## config.mk

```make
export PLATFORM = sky130hd
export DESIGN_NAME = kmst_ctrl
export DESIGN_NICKNAME = d
export VERILOG_FILES = /design/src/kmst_pkg.sv /design/src/kmst_ctrl.sv
export SDC_FILE = /design/constraint.sdc
export NUM_CORES = 1
export LEC_CHECK = 0
export BUFFER_PORTS_ARGS = -buffer_cell sky130_fd_sc_hd__buf_2
export CORE_AREA = 2 2 39 41
export DETAILED_ROUTE_END_ITERATION = 8
export DIE_AREA = 0 0 41 43
export HOLD_SLACK_MARGIN = 0.08
export PLACE_DENSITY_LB_ADDON = 0.25
export SYNTH_ARGS = -nofsm -noshare
export SYNTH_HDL_FRONTEND = slang
export SYNTH_SLANG_ARGS = --single-unit
```

## constraint.sdc

```tcl
create_clock -name clk -period 2.6 [get_ports clk]
set_input_delay 0.52 -clock clk [delete_from_list [all_inputs] [get_ports clk]]
set_output_delay 0.52 -clock clk [all_outputs]
set_load 0.005 [all_outputs]
```

## src/kmst_pkg.sv

```systemverilog
`timescale 1ns / 1ps
// Package for the minimum spanning tree core: widths, sizes and the
// command and status structs between controller and datapath. No dependencies.
package kmst_pkg;

  localparam int NODES     = 32;
  localparam int NODE_W    = 5;
  localparam int COST_W    = 16;
  localparam int MAX_EDGES = 256;
  localparam int ADDR_W    = $clog2(MAX_EDGES);
  localparam int CNT_W     = $clog2(MAX_EDGES + 1);
  localparam int EDGE_W    = 2 * NODE_W + COST_W;

  // Commands from the controller to the datapath.
  typedef struct packed {
    logic load;       // store the edge of an input transfer
    logic clr_init;   // start of a run: reset pointer and scan history
    logic clr_step;   // write one parent entry with its own index
    logic scan_init;  // restart the minimum search
    logic scan_step;  // issue one edge store read
    logic pick;       // take the found minimum as the current edge
    logic find_next;  // follow one parent link
    logic root_a;     // first root found, start on the second end
    logic merge;      // link the two roots and add the cost
    logic push;       // move the pending result out, hold the new one
    logic finish;     // emit the final result and end the run
  } cmd_t;

  // Status from the datapath to the controller.
  typedef struct packed {
    logic scan_end;   // every stored edge has been read in this pass
    logic clr_done;   // the last parent entry is being written
    logic best_vld;   // the pass found a next edge
    logic root_hit;   // the parent read back equals the cursor
    logic same_root;  // second root equals the first root
    logic pend_vld;   // a result waits in the pending register
    logic out_free;   // the output register can take a result
  } sts_t;

endpackage

```

## src/kmst_ctrl.sv

```systemverilog
`timescale 1ns / 1ps
// Controller state machine of the spanning tree core.
// Depends on kmst_pkg for the command and status structs.
module kmst_ctrl (
  input  logic           clk,
  input  logic           rst,
  input  logic           in_valid,
  input  logic           final_edge,
  output logic           in_ready,
  input  kmst_pkg::sts_t sts,
  output kmst_pkg::cmd_t cmd
);

  localparam logic [3:0] S_IDLE  = 4'd0;
  localparam logic [3:0] S_CLEAR = 4'd1;
  localparam logic [3:0] S_SCAN  = 4'd2;
  localparam logic [3:0] S_PICK  = 4'd3;
  localparam logic [3:0] S_FA_RD = 4'd4;
  localparam logic [3:0] S_FA_CK = 4'd5;
  localparam logic [3:0] S_FB_RD = 4'd6;
  localparam logic [3:0] S_FB_CK = 4'd7;
  localparam logic [3:0] S_MERGE = 4'd8;
  localparam logic [3:0] S_PUSH  = 4'd9;
  localparam logic [3:0] S_FINAL = 4'd10;

  logic [3:0] state;
  logic [3:0] state_next;

  assign in_ready = (state == S_IDLE);

  // Next state and commands.
  always_comb begin
    state_next = state;
    cmd        = '0;
    case (state)
      S_IDLE: begin
        if (in_valid) begin
          cmd.load = 1'b1;
          if (final_edge) begin
            cmd.clr_init = 1'b1;
            state_next   = S_CLEAR;
          end
        end
      end
      S_CLEAR: begin
        cmd.clr_step = 1'b1;
        if (sts.clr_done) begin
          cmd.scan_init = 1'b1;
          state_next    = S_SCAN;
        end
      end
      S_SCAN: begin
        if (sts.scan_end) begin
          state_next = S_PICK;
        end else begin
          cmd.scan_step = 1'b1;
        end
      end
      S_PICK: begin
        if (sts.best_vld) begin
          cmd.pick   = 1'b1;
          state_next = S_FA_RD;
        end else begin
          state_next = S_FINAL;
        end
      end
      S_FA_RD: state_next = S_FA_CK;
      S_FA_CK: begin
        if (sts.root_hit) begin
          cmd.root_a = 1'b1;
          state_next = S_FB_RD;
        end else begin
          cmd.find_next = 1'b1;
          state_next    = S_FA_RD;
        end
      end
      S_FB_RD: state_next = S_FB_CK;
      S_FB_CK: begin
        if (sts.root_hit) begin
          if (sts.same_root) begin
            cmd.scan_init = 1'b1;
            state_next    = S_SCAN;
          end else begin
            state_next = S_MERGE;
          end
        end else begin
          cmd.find_next = 1'b1;
          state_next    = S_FB_RD;
        end
      end
      S_MERGE: begin
        cmd.merge  = 1'b1;
        state_next = S_PUSH;
      end
      S_PUSH: begin
        if (sts.out_free || !sts.pend_vld) begin
          cmd.push      = 1'b1;
          cmd.scan_init = 1'b1;
          state_next    = S_SCAN;
        end
      end
      S_FINAL: begin
        if (sts.out_free) begin
          cmd.finish = 1'b1;
          state_next = S_IDLE;
        end
      end
      default: state_next = S_IDLE;
    endcase
  end

  // State register.
  always_ff @(posedge clk) begin
    if (rst) begin
      state <= S_IDLE;
    end else begin
      state <= state_next;
    end
  end

endmodule

```

==> run_results.csv <==
group,metric,value,unit
run_status,status,"completed",
critical_path,r2r-end,"state[3]",
finish,syn2layout_area_growth,25.28,%
clocking,path_clk_slew,0.04,ns
global_route,grt_overflow,0,
placed_design,portBuffers,22,
clocking,postCtsSetupBuffers,0,
critical_path,r2r_slack,1.08,ns
synth,yosys.area.top_type_share,17.98,%
global_route,grt_use_met3,3.665,%
critical_path,critPathArrivalTime,1.45,ns
global_route,met2_usage,20.94,%
global_route,grtUsageMet1,17.36,%
critical_path,r2r_cells,4,
detailed_routing,vias_per_cell,5.303,
critical_path,reg2reg_from,"state[3]",
critical_path,worstPathRequired,2.08,ns
finish,drive_above_1_share,36.14,%
finish,diodes,0,
floorplan,rows,14,
detailed_routing,wl_per_cell,10.90,um
detailed_routing,vias,525,
synth,yosysSeqAreaShare,17.98,%
finish,fin_nets,96,
finish,reg.largest.list,"state x4",
worst_hold_path,hold_path.class,"in2reg",
worst_hold_path,min_to,"state[3]",
floorplan,start_util,32.19,%
global_route,grt.busiest_layer,"met2",
finish,largest_reg_flops,4,
clocking,clock-sinks,4,
critical_path,critPathMaxFanout,12,
clocking,cts_root_buffer,"clkbuf_4",
pwr,vdd_drop_max,0.3504,mV
global_route,grt_pass1_wl,1.697,mm
timing,final_max_slew_viol_count,0,
detailed_routing,wl,1.079,mm
timing,finalCriticalPeriod,1.973,ns
pwr,power_density,817.7,nW/um2
detailed_routing,drt_pass1_iterations,4,
clocking,worst_skew_pair.late_latency,0.24,ns
synth,synth_top_flop_cell,"dfxtp_1",
synth,syn_area_per_cell,7.070,um2
timing,fin_crit_sh,75.87,%
finish,n_fill_cell,153,
floorplan,dieArea,1763,um2
timing,fin_skew,0.00009442,ns
synth,synth_seq_cells,4,
synth,synthArstFlopShare,0,%
critical_path,endpoint_kind,"output pin",
synth,synthTopCellsByArea,"dfxtp_1 18%, nor2_1 5.9%, a21oi_1 5.6%",
timing,fmax,0.5069,GHz
floorplan,die_h,43,um
synth,syn_inst,63,
finish,regMostFlops,"state",
clocking,cts_tree,"built",
critical_path,cp-start-kind,"flop",
timing,fin_tns_setup,0,ns
clocking,cts_resized,0,
floorplan,io_pins,23,
pwr,p_leak,0.2653,nW
worst_hold_path,hold_depth,2,
synth,synth_nets,74,
placed_design,place_hpwl,831.8,um
synth,synth_edf_count,0,
synth,yosys.area.top_type,"dfxtp_1",
global_route,first_global_vias,416,
global_route,grt_max_degree,18,
floorplan,die_w,41,um
detailed_routing,drc_errors,0,
synth,synth_most_common_cell,"nor2_1",
timing,setup_viol,0,
placed_design,routabilityCongestion,0.7909,
clocking,numCtsBuffers,3,
synth,yosysUniqueCellTypes,31,
timing,tightest_slew,0.5465,ns
clocking,cts_buffer_depth,2,
clocking,cts_hold_buf,0,
worst_hold_path,hold_start,"rst",
detailed_routing,ant_nets,0,
synth,syn_area,445.4,um2
flow_run,drv_cap,0,
critical_path,worstSetupPathType,"reg2out",
global_route,track_usage,14.36,%
timing,rsz0062_at_grt,"no",
clocking,htreeDepth,1,
synth,yosysWarnings,0,
timing,final_hold_viol_count,0,
synth,synth_common_cells,"7 x nor2_1, 5 x a21oi_1, 5 x nand2_1, 5 x nor3_1",
global_route,grt_antenna_before_repair,0,
timing,worst_hold_slack,0.5081,ns
detailed_routing,drt_iter0_markers,4,
timing,slew_headroom,63.51,%
floorplan,design.core.area,1384,um2
==> layer usage <==
layer	vias up	part of all wire [%]	wire, um
met5	-	0	0
met4	0	1.8	19
met3	2	8.1	87
met2	21	47	508
met1	234	43	464
li1	268	-	-
==> final cells by class <==
type | instances | area [um2] | share of cell area, %
clock buffers | 3 | 22.52 | 4.036
repair buffers | 22 | 110.1 | 19.73
flip-flops and latches | 4 | 80.08 | 14.35
inverters | 4 | 15.01 | 2.691
well taps | 16 | 20.02 | 3.587
multi-input cells | 50 | 310.3 | 55.61
==> worst max-delay path by stage <==
stage / from / to / slack, ns / cells past startpoint
after floorplan: state[3] / cmd[9] / 1.09 / 3
after global placement: state[0] / cmd[9] / 0.87 / 3
after detailed placement: state[0] / cmd[9] / 0.86 / 3
after CTS: state[0] / cmd[9] / 0.60 / 3
after global routing: state[0] / cmd[9] / 0.50 / 3
final: state[1] / cmd[0] / 0.63 / 3
==> cell usage in the layout, fill, tap and decap left out <==
cell and n:
or3b_4 1, nor3b_1 1, o211a_1 1, a211o_1 1, nor4_2 1, buf_2 22, nor4_1 1, and3_1 1
o21ai_1 1, o2bb2ai_1 1, clkbuf_4 3, nor2_1 7, nand2b_1 3, nor4bb_1 1, and3b_1 1, a31o_1 1
o21ai_0 3, o2bb2ai_2 1, a21oi_1 5, mux2_2 1, nor2b_1 1, nand2_1 5, inv_1 4, o22ai_1 1
dfxtp_1 4, and2_1 1, nor2_2 1, o41a_1 1, nor3_1 5, nand3_1 3
==> cell families (layout without fill, tap and decap cells) <==
logic type	Yosys count	count (layout)	synth area share, %
buf+inv	9	29	12.36
flops	4	4	17.98
mux	1	1	2.528
compound gates	16	16	25.56
simple gates	33	33	41.58
==> report_power, final <==
group,total (mW),internal [mW],switching (mW)
registers,0.140,0.0794,0.0604
clock network,0.0806,0.0519,0.0288
logic,0.236,0.129,0.107
==> through the flow <==
stage,power [mW],std cells,area (um2),util (%),worst slack [ns]
6_report,0.4563,99,558.0,40.33,0.6274
2_1_floorplan,0.3159,63,445.4,-,1.090
3_5_place_dp,0.3796,96,535.5,38.70,0.8604
4_1_cts,0.4626,99,558.0,40.33,0.6050
3_3_place_gp,0.3793,96,535.5,38.70,0.8701
5_1_grt,0.4993,99,558.0,40.33,0.4953
==> worst max-delay path, cell delays in order (launching register included) <==
cell and delay [ns]:
dfxtp_1 0.55, or3b_4 0.45, nor2_1 0.10, buf_2 0.11
No activity file was read; power rests on OpenSTA's default activity.
